<file path="config.mk">
export PLATFORM = sky130hd
export DESIGN_NAME = unicode_escape_byte_decoder_top
export DESIGN_NICKNAME = d
export VERILOG_FILES = /design/src/rtl/ued_pkg.sv /design/src/rtl/ued_front.sv /design/src/rtl/ued_queue.sv /design/src/rtl/ued_back.sv /design/src/rtl/unicode_escape_byte_decoder_top.sv
export SDC_FILE = /design/constraint.sdc
export NUM_CORES = 1
export LEC_CHECK = 0
export BUFFER_PORTS_ARGS = -buffer_cell sky130_fd_sc_hd__buf_2
export CAP_MARGIN = 20
export CORE_MARGIN = 2
export CORE_UTILIZATION = 55
export CTS_CLUSTER_SIZE = 40
export DETAILED_ROUTE_END_ITERATION = 12
export GPL_TIMING_DRIVEN = 0
export PLACE_DENSITY = 0.74
export SLEW_MARGIN = 10
export SYNTH_ARGS = -nofsm -noshare
export SYNTH_HDL_FRONTEND = slang
export SYNTH_SLANG_ARGS = --single-unit
</file>
<file path="constraint.sdc">
create_clock -name clock -period 5.09 [get_ports clock]
set_input_delay 0.2545 -clock clock [delete_from_list [all_inputs] [get_ports clock]]
set_output_delay 0.2545 -clock clock [all_outputs]
set_load 0.01 [all_outputs]
</file>
<file path="src/rtl/ued_pkg.sv">
// Package for the unicode escape byte decoder.
// Holds character constants, the hex digit decoder and the command type that
// travels from the front end through the queue to the back end. No dependencies.
`default_nettype none

package ued_pkg;

   localparam int MAX_RESULTS = 6;
   localparam int CNT_W       = 3;
   localparam int QUEUE_DEPTH = 4;
   localparam int QPTR_W      = $clog2(QUEUE_DEPTH);
   localparam int QCNT_W      = $clog2(QUEUE_DEPTH + 1);

   localparam logic [7:0]  BACKSLASH       = 8'h5C;
   localparam logic [7:0]  LETTER_U        = 8'h75;
   localparam logic [7:0]  CHAR_0          = 8'h30;
   localparam logic [7:0]  CHAR_9          = 8'h39;
   localparam logic [7:0]  CHAR_LOWER_A    = 8'h61;
   localparam logic [7:0]  CHAR_LOWER_F    = 8'h66;
   localparam logic [7:0]  CHAR_UPPER_A    = 8'h41;
   localparam logic [7:0]  CHAR_UPPER_F    = 8'h46;
   localparam logic [3:0]  HEX_LETTER_BASE = 4'd10;
   localparam logic [15:0] CODE_LIMIT      = 16'h00FF;

   typedef struct packed {
      logic       valid;
      logic [3:0] value;
   } hex_type;

   // One accepted byte expands into up to six result bytes.
   typedef struct packed {
      logic [MAX_RESULTS-1:0][7:0] bytes;
      logic [CNT_W-1:0]            count;
      logic                        last;
   } cmd_type;

   function automatic hex_type hex_decode(input logic [7:0] c);
      hex_type r;
      r.valid = 1'b1;
      r.value = 4'd0;
      priority if (c >= CHAR_0 && c <= CHAR_9) begin
         r.value = c[3:0];
      end else if (c >= CHAR_LOWER_A && c <= CHAR_LOWER_F) begin
         r.value = 4'(c - CHAR_LOWER_A) + HEX_LETTER_BASE;
      end else if (c >= CHAR_UPPER_A && c <= CHAR_UPPER_F) begin
         r.value = 4'(c - CHAR_UPPER_A) + HEX_LETTER_BASE;
      end else begin
         r.valid = 1'b0;
      end
      return r;
   endfunction

endpackage

`default_nettype wire

</file>
<file path="src/rtl/ued_front.sv">
// Front end: tracks the escape state and turns each accepted byte into a
// command listing the bytes it produces. Depends on ued_pkg.
`default_nettype none

module ued_front (
   input  wire logic             clock,
   input  wire logic             reset,
   input  wire logic             accept,
   input  wire logic [7:0]       in_byte,
   input  wire logic             in_final,
   output ued_pkg::cmd_type      cmd,
   output logic                  cmd_push
);

   typedef enum logic [5:0] {
      ST_IDLE = 6'b000001,
      ST_BSL  = 6'b000010,
      ST_UESC = 6'b000100,
      ST_DIG1 = 6'b001000,
      ST_DIG2 = 6'b010000,
      ST_DIG3 = 6'b100000
   } state_type;

   state_type         state_ff, state_in, state_next;
   logic [3:0][7:0]   held_ff, held_in;
   logic [11:0]       code_ff, code_in;

   // Number of bytes held by a pending escape in the given state.
   function automatic logic [2:0] held_count(input state_type s);
      logic [2:0] n;
      n = 3'd0;
      unique case (s)
         ST_IDLE: n = 3'd0;
         ST_BSL:  n = 3'd1;
         ST_UESC: n = 3'd2;
         ST_DIG1: n = 3'd3;
         ST_DIG2: n = 3'd4;
         ST_DIG3: n = 3'd5;
         default: n = 3'd0;
      endcase
      return n;
   endfunction

   always_comb begin
      ued_pkg::hex_type                        hex;
      logic [15:0]                             code16;
      logic [2:0]                              k1, k2, pos, j;
      logic                                    hx;
      logic [7:0]                              x;
      logic [ued_pkg::MAX_RESULTS-1:0][7:0]    hist;

      hex        = ued_pkg::hex_decode(in_byte);
      code16     = {code_ff, hex.value};
      k1         = 3'd0;
      hx         = 1'b0;
      x          = in_byte;
      state_next = state_ff;
      held_in    = held_ff;
      code_in    = code_ff;

      unique case (state_ff)
         ST_BSL: begin
            if (in_byte == ued_pkg::LETTER_U) begin
               state_next = ST_UESC;
               code_in    = 12'd0;
            end else begin
               k1 = 3'd1;
               if (in_byte == ued_pkg::BACKSLASH) begin
                  state_next = ST_BSL;
               end else begin
                  hx         = 1'b1;
                  state_next = ST_IDLE;
               end
            end
         end
         ST_UESC, ST_DIG1, ST_DIG2, ST_DIG3: begin
            if (hex.valid) begin
               held_in[2'(held_count(state_ff) - 3'd2)] = in_byte;
               code_in = code16[11:0];
               unique case (state_ff)
                  ST_UESC: state_next = ST_DIG1;
                  ST_DIG1: state_next = ST_DIG2;
                  ST_DIG2: state_next = ST_DIG3;
                  default: begin
                     // Fourth digit completes the escape.
                     state_next = ST_IDLE;
                     if (code16 <= ued_pkg::CODE_LIMIT) begin
                        hx = 1'b1;
                        x  = code16[7:0];
                     end else begin
                        k1 = 3'd6;
                     end
                  end
               endcase
            end else begin
               // The held bytes go out as text, then the byte is seen from idle.
               k1 = held_count(state_ff);
               if (in_byte == ued_pkg::BACKSLASH) begin
                  state_next = ST_BSL;
               end else begin
                  hx         = 1'b1;
                  state_next = ST_IDLE;
               end
            end
         end
         default: begin
            if (in_byte == ued_pkg::BACKSLASH) begin
               state_next = ST_BSL;
            end else begin
               hx         = 1'b1;
               state_next = ST_IDLE;
            end
         end
      endcase

      k2       = in_final ? held_count(state_next) : 3'd0;
      state_in = (accept && in_final) ? ST_IDLE : (accept ? state_next : state_ff);
      if (!accept) begin
         held_in = held_ff;
         code_in = code_ff;
      end

      hist = {held_in[3], held_in[2], held_in[1], held_in[0],
              ued_pkg::LETTER_U, ued_pkg::BACKSLASH};

      for (int i = 0; i < ued_pkg::MAX_RESULTS; i++) begin
         pos = 3'(i);
         j   = pos - k1 - {2'b00, hx};
         if (pos < k1) begin
            cmd.bytes[i] = hist[pos];
         end else if (hx && pos == k1) begin
            cmd.bytes[i] = x;
         end else if (j < 3'd6) begin
            cmd.bytes[i] = hist[j];
         end else begin
            cmd.bytes[i] = ued_pkg::BACKSLASH;
         end
      end
      cmd.count = k1 + {2'b00, hx} + k2;
      cmd.last  = in_final;
      cmd_push  = accept && (cmd.count != 3'd0);
   end

   always_ff @(posedge clock) begin
      if (reset) begin
         state_ff <= ST_IDLE;
      end else begin
         state_ff <= state_in;
      end
      held_ff <= held_in;
      code_ff <= code_in;
   end

endmodule

`default_nettype wire

</file>
<file path="src/rtl/ued_queue.sv">
// Command queue between the front end and the back end.
// Small register FIFO of ued_pkg::cmd_type entries. Depends on ued_pkg.
`default_nettype none

module ued_queue (
   input  wire logic              clock,
   input  wire logic              reset,
   input  wire logic              push,
   input  wire ued_pkg::cmd_type  push_cmd,
   input  wire logic              pop,
   output ued_pkg::cmd_type       head_cmd,
   output logic                   head_valid,
   output logic                   full
);

   ued_pkg::cmd_type                   entry_ff [ued_pkg::QUEUE_DEPTH];
   logic [ued_pkg::QPTR_W-1:0]         wr_ptr_ff, wr_ptr_in;
   logic [ued_pkg::QPTR_W-1:0]         rd_ptr_ff, rd_ptr_in;
   logic [ued_pkg::QCNT_W-1:0]         count_ff, count_in;

   assign full       = (count_ff == ued_pkg::QCNT_W'(ued_pkg::QUEUE_DEPTH));
   assign head_valid = (count_ff != '0);
   assign head_cmd   = entry_ff[rd_ptr_ff];

   always_comb begin
      wr_ptr_in = push ? wr_ptr_ff + 1'b1 : wr_ptr_ff;
      rd_ptr_in = pop  ? rd_ptr_ff + 1'b1 : rd_ptr_ff;
      count_in  = count_ff + ued_pkg::QCNT_W'(push) - ued_pkg::QCNT_W'(pop);
   end

   always_ff @(posedge clock) begin
      if (reset) begin
         wr_ptr_ff <= '0;
         rd_ptr_ff <= '0;
         count_ff  <= '0;
      end else begin
         wr_ptr_ff <= wr_ptr_in;
         rd_ptr_ff <= rd_ptr_in;
         count_ff  <= count_in;
      end
      if (push) begin
         entry_ff[wr_ptr_ff] <= push_cmd;
      end
   end

endmodule

`default_nettype wire

</file>
<file path="src/rtl/ued_back.sv">
// Back end: walks the bytes of the queue head, one result transaction per cycle
// while rsp_ready is high, and pops it after its last byte. Depends on ued_pkg.
`default_nettype none

module ued_back (
   input  wire logic              clock,
   input  wire logic              reset,
   input  wire ued_pkg::cmd_type  head_cmd,
   input  wire logic              head_valid,
   output logic                   pop,
   output logic                   rsp_valid,
   input  wire logic              rsp_ready,
   output logic [7:0]             rsp_out_byte,
   output logic                   rsp_out_final
);

   logic [ued_pkg::CNT_W-1:0] idx_ff, idx_in;
   logic                      at_last;

   always_comb begin
      at_last       = (idx_ff == head_cmd.count - 1'b1);
      rsp_valid     = head_valid;
      rsp_out_byte  = (idx_ff < 3'd6) ? head_cmd.bytes[idx_ff] : ued_pkg::BACKSLASH;
      rsp_out_final = head_cmd.last && at_last;
      pop           = head_valid && rsp_ready && at_last;
      if (pop) begin
         idx_in = '0;
      end else if (head_valid && rsp_ready) begin
         idx_in = idx_ff + 1'b1;
      end else begin
         idx_in = idx_ff;
      end
   end

   always_ff @(posedge clock) begin
      if (reset) begin
         idx_ff <= '0;
      end else begin
         idx_ff <= idx_in;
      end
   end

endmodule

`default_nettype wire

</file>
<file path="src/rtl/unicode_escape_byte_decoder_top.sv">
// Unicode escape byte decoder, top level.
// An accepted byte's command is registered in the command queue before its first
// result goes out. Throughput: one input byte per cycle while each byte yields
// at most one result and rsp_ready is high; a byte that yields several results
// holds the output side while they go out; a four-entry command queue absorbs
// them. Synchronous reset empties the queue and idles the escape tracker.
`default_nettype none

module unicode_escape_byte_decoder_top (
   input  wire logic        clock,
   input  wire logic        reset,
   input  wire logic        req_valid,
   output logic             req_ready,
   input  wire logic [7:0]  req_in_byte,
   input  wire logic        req_in_final,
   output logic             rsp_valid,
   input  wire logic        rsp_ready,
   output logic [7:0]       rsp_out_byte,
   output logic             rsp_out_final
);

   ued_pkg::cmd_type push_cmd, head_cmd;
   logic             push, pop, head_valid, full, accept;

   assign req_ready = !full;
   assign accept    = req_valid && req_ready;

   ued_front u_front (
      .clock    (clock),
      .reset    (reset),
      .accept   (accept),
      .in_byte  (req_in_byte),
      .in_final (req_in_final),
      .cmd      (push_cmd),
      .cmd_push (push)
   );

   ued_queue u_queue (
      .clock      (clock),
      .reset      (reset),
      .push       (push),
      .push_cmd   (push_cmd),
      .pop        (pop),
      .head_cmd   (head_cmd),
      .head_valid (head_valid),
      .full       (full)
   );

   ued_back u_back (
      .clock         (clock),
      .reset         (reset),
      .head_cmd      (head_cmd),
      .head_valid    (head_valid),
      .pop           (pop),
      .rsp_valid     (rsp_valid),
      .rsp_ready     (rsp_ready),
      .rsp_out_byte  (rsp_out_byte),
      .rsp_out_final (rsp_out_final)
   );

`ifndef SYNTHESIS
   // A final byte always leaves at least one result behind it.
   a_final_yields: assert property (@(posedge clock) disable iff (reset)
      (accept && req_in_final) |-> push)
      else $error("final transaction produced no result");

   // Commands in the queue carry between one and six bytes.
   a_head_count: assert property (@(posedge clock) disable iff (reset)
      head_valid |-> (head_cmd.count != 3'd0 && head_cmd.count <= 3'd6))
      else $error("queue head has a bad byte count");

   a_no_overflow: assert property (@(posedge clock) disable iff (reset)
      full |-> !push)
      else $error("command pushed into a full queue");
`endif

endmodule

`default_nettype wire

</file>
# == Yosys cells after proc, flatten, opt, wreduce, memory -nomap -nowiden ==
# Memories as Yosys holds them, arrays and structs flattened. A register that Yosys moved wholly into a read port is not among the register bits.
# Index checks and enable logic that the tools add are counted.
# totals
regBits,60
wordCells,190
mem_bits_rw,208
n_memories,1
out_inout_bits,11
input_bits,13
# mem_list
name,depth,width,rd,rd_clocked_by_memory_dff,write_ports,line,rtl
u_queue.entry_ff,4,52,1,1,1,ued_queue.sv:16,ued_pkg::cmd_type entry_ff [ued_pkg::QUEUE_DEPTH];
# classes
magnitude_cmp,29
muxes,78
add_sub_neg,25
eq_ne,21
n_reduce_logical,26
# ops
operator,count
8-bit 2-to-1 mux,31
8-bit binary-select mux with 3-bit select,7
32-bit 2-to-1 mux,3
32-bit bitwise mux,1
"3-bit by 4-bit less-than comparator with 1-bit output, second input constant",7
12-bit 2-to-1 mux,2
12-bit case mux with 2 select lines,1
"3-bit less-than comparator, second input constant",7
3-bit by 1-bit subtractor with 3-bit output,7
6-bit case mux with 3 select lines,1
8-bit demux with 2-bit select,1
"8-bit by 7-bit == test with 1-bit output, second input constant",2
"8-bit by 7-bit greater-or-equal comparator with 1-bit output, second input constant",2
"16-bit by 8-bit <= comparator with 1-bit output, second input constant",1
"8-bit by 7-bit <= comparator with 1-bit output, second input constant",2
1-bit logical AND,16
3-bit case mux with 5 select lines,1
"6-bit by 2-bit == test with 1-bit output, second input constant",2
"6-bit by 3-bit == test with 1-bit output, second input constant",2
"6-bit by 4-bit == test with 1-bit output, second input constant",2
"6-bit by 5-bit == test with 1-bit output, second input constant",2
"6-bit == test, second input constant",2
3-bit 2-to-1 mux,4
4-bit 2-to-1 mux,3
other kinds (40),70

# == Logic depth before layout (Yosys ltp) ==
# depth
ltp_word,21
mapped_depth,20
ltp_nobuf,19

# == Hierarchy ==
# From an unflattened synthesis, not the netlist that was laid out.
# hier_totals
hier_cells,1046
hier_area_um2,13800.7
# modules_own_cells
mod,n_inst,cells_each,seq_area_each_um2,area_each_um2
ued_queue,1,314,6426.2,8002.7
ued_front,1,656,1121.1,5118.7
ued_back,1,74,60.1,669.4
unicode_escape_byte_decoder_top,1,2,0.0,10.0

# == Least setup slack after synthesis ==
# Ideal clock, no wire load.
# synth_path
kind,input to register
startpoint,input req_in_byte[0]
endpoint,memory u_queue.entry_ff[0][0] in the netlist's numbering (enable)
arrival_time_ns,4.640
t_required_ns,4.675
path_stages,16
setup_slack_ns,0.035
path_buffers,2
cell_sequence,clkbuf_1 -> inv_1 -> ha_1 -> o21bai_4 -> a2111o_1 -> nand2_1 -> o22a_1 -> buf_2 -> inv_1 -> fa_1 -> fa_1 -> nor2_1 -> nand4b_1 -> mux2i_1 -> nor2_2 -> and2_1
# synth_rtl
element,line,rtl
"start, declared",unicode_escape_byte_decoder_top.sv:14,"input wire logic [7:0] req_in_byte,"
"end, declared",ued_queue.sv:16,

==> results.tsv <==
metric	value	unit
syn2layout_area_growth	11.7	%
required	5.36	ns
hp-class	input port to flop	
critPathMaxStageDelay	0.56	ns
fmax	208	MHz
cp_cell_sequence	buf_2 -> clkbuf_1 -> inv_1 -> ha_1 -> o21bai_4 -> a2111o_1 -> nand2_1 -> o22a_1 -> buf_2 -> inv_1 -> ha_1 -> clkbuf_1 -> clkbuf_2 -> clkbuf_2 -> buf_2 -> mux2i_1 -> nor3_1 -> o21ai_0	
seq_power_share	46.7	%
grtUsageMet3	4.83	%
syn_area	0.0135	mm^2
die_h	161	um
outcome	finished clean	
ctsRootBufferMaster	clkbuf_16	
power_frac_comb	16.2	%
cp.arrival	5.09	ns
die-area	0.0258	mm^2
grt_use_met1	38.5	%
core	0.0242	mm^2
antenna_found_initial	0	
maxCapViolations	0	
hold_violations	0	
row_count	57	
syn_nets	1085	
layout_commonest_cell	edfxtp_1	
yosysWarnings	0	
clk_latency	0.57	ns
cp_top_family	buffers and inverters	
grt-ovfl-total	0	
hpwl	24600	um
ys_ff_latch	270	
path_class	input port to flop	
synth_cell_types	88	
grt_util_all_layers	27.1	%
period_minus_slack	4.82	ns
n_antenna_cell	0	
sw_frac_of_total	25.3	%
start_util	55.7	%
final_area	0.0151	mm^2
synthArstFlopShare	0	%
skew	0.0276	ns
grt_max_degree	53	
drive_above_1_share	18.4	%
die-width	161	um
clkTransAtPathRegs	0.06	ns
wl	34700	um
max_slew_margin	28.8	%
path_buf_inv	9	
maxSlewViolCount	0	
synth.avg_cell_area	12.9	um^2
first_pass_iters	7	
cp-start-kind	input port	
pwr-share-clk	37.1	%
p_leak	5.23	nW
drtIter0Drc	996	
finalSetupViolCount	0	
place_congestion	1.04	
worstPathMaxFanout	10	
place_area	0.0140	mm^2
yosysSeqAreaShare	56.5	%
busiest_layer	met2	
p_per_area	374	mW/mm^2
wl_per_cell	24.0	um
viasPerCell	6.40	
grt_pass1_vias	8908	
slowest_stage	a2111o_1	
routed-via-count	9260	
grt_pass1_wl	53200	um
drc_errors	0	
rsz0062_at_grt	no	
nNetsFinal	1141	
synthFlopType	edfxtp_1	
io_buffers	21	
p_switching	1.42	mW
vdd_drop_max	0.242	mV
cts_tree	built	
cts_max_path_buffers	3	
grtUsageMet2	42.6	%
endpoint_kind	flop	
htree_levels	1	
critical_path.most_common_cell	buf_2	
max_slew.worst_pin.slew	1.06	ns
p_total	5.63	mW
synth_edf_count	220	
clock-sinks	270	
internal_power	4.20	mW
layout_common_cells	edfxtp_1 (220), nor2_1 (75), nand2_1 (75)	
min_period_over_period	94.7	%
detail-route-antenna-nets	0	
boundaryPins	24	
cts_buffers	27	
syn_inst	1047	
[area by class of cell]
class	instances	area, um^2
Fill cell	1844	9120
Sequential cell	270	7610
Multi-Input combinational cell	667	5490
Clock buffer	29	683
Tap cell	324	405
Buffer	61	273
Clock inverter	21	249
Inverter	48	180
Timing Repair Buffer	28	163
[kinds of logic (layout without fill, tap and decap cells)]
kind of cell	after synthesis	after routing	share of synthesized area [%]
buffers and inverters	110	187	3.31
XOR/XNOR	31	31	2.21
AO/OA/AOI/OAI	235	235	12.4
flip-flops	270	270	56.5
AND/OR/NAND/NOR	284	284	10.6
adder cells (fa/ha/maj)	25	25	2.49
multiplexers	92	92	12.6
[flip-flops by register name, indices dropped and copies added, names as in the netlist, named ones only]
name	flops
u_queue.wr_ptr_ff	2
u_queue.entry_ff	208
u_back.idx_ff	3
u_queue.count_ff	3
u_front.code_ff	12
u_queue.rd_ptr_ff	2
u_front.state_ff	6
u_front.held_ff	32
[final timing paths]
| kind | from | to | slack (ns) | depth (start not counted) |
|---|---|---|---|---|
| setup / recovery | req_in_byte[0] | u_queue.entry_ff[0][48] | 0.27 | 18 |
| hold / removal | req_in_byte[4] | u_front.held_ff[4] | 0.1 | 3 |
| setup reg to reg | u_front.state_ff[2] | u_queue.entry_ff[0][48] | 0.31 | 13 |
| hold reg to reg | u_front.held_ff[23] | u_front.held_ff[23] | 0.48 | 2 |
[layer usage]
layer  wire, um  vias to the layer above
met4       1250                        0
li1           -                     4160
met1      14300                     4538
met5          0                        -
met3       3110                       89
met2      16000                      473
[repair_timing]
action,in CTS,in global routing
pin swaps,1,3
setup endpoints to repair,64,117
resized for setup,3,18
hold buffers,2,0
buffers inserted,1,3
hold endpoints to repair,5,0
[worst register-to-register path, cell delays in order (launching register included)]
cell and delay [ns]:
dfxtp_1 0.35, buf_2 0.20, nor4b_1 0.33, a211oi_1 0.15, nor3_4 0.46, a31oi_1 0.31, ha_1 0.39, clkbuf_1 0.27
clkbuf_2 0.32, clkbuf_2 0.32, buf_2 0.35, mux2i_1 0.45, nor3_1 0.08, o21ai_0 0.52
[metrics by stage]
step / instances / util, % / setup TNS (ns) / hold slack, ns / worst slack, ns
global route: 1448 / 62.3 / 0 / 0.0839 / 0.0303
CTS: 1445 / 61.9 / 0 / 0.0682 / 0.0408
finish: 1448 / 62.3 / 0 / 0.0997 / 0.272
floorplan: 1047 / - / 0 / 0.324 / 0.0351
global placement: 1392 / 57.8 / -355.85 / 0.455 / -1.52
detailed placement: 1392 / 57.9 / -90.38 / 0.466 / -0.861
[power by group through the flow]
stage / combinational [mW] / clock [mW] / sequential (mW)
floorplan: 0.667 / 0 / 2.66
CTS: 0.925 / 2.11 / 2.63
finish: 0.910 / 2.09 / 2.63
global route: 0.998 / 2.18 / 2.64
detailed placement: 0.919 / 0 / 2.68
global placement: 0.902 / 0 / 2.68
[cell usage after synthesis, types with 7 or more instances]
cell      number  area share, %
a22oi_1       11           0.61
o22ai_1       16           0.74
a21oi_1       44            1.6
ha_1          22            2.0
clkbuf_1      34           0.95
a221oi_1      11           0.71
o21ai_0       54            2.0
nor3_1        24           0.89
or2_2          7           0.32
nand2_1       75            2.1
o211ai_1      12           0.67
edfxtp_1     220             49
a211oi_1      10           0.56
and3_1         7           0.32
mux2i_1       22            1.6
xor2_1        15           0.98
nor2b_1        8           0.37
buf_2         13           0.48
xnor2_1       14           0.91
buf_1         11           0.31
o221ai_1       7           0.46
mux4_2        60             10
nor2_1        76            2.1
dfxtp_1       50            7.4
mux2_2         8           0.67
inv_1         46            1.3
o21a_1         8           0.45
nand3_1       26           0.97
and2_1        21           0.98
Power figures use the tool's default switching activity.
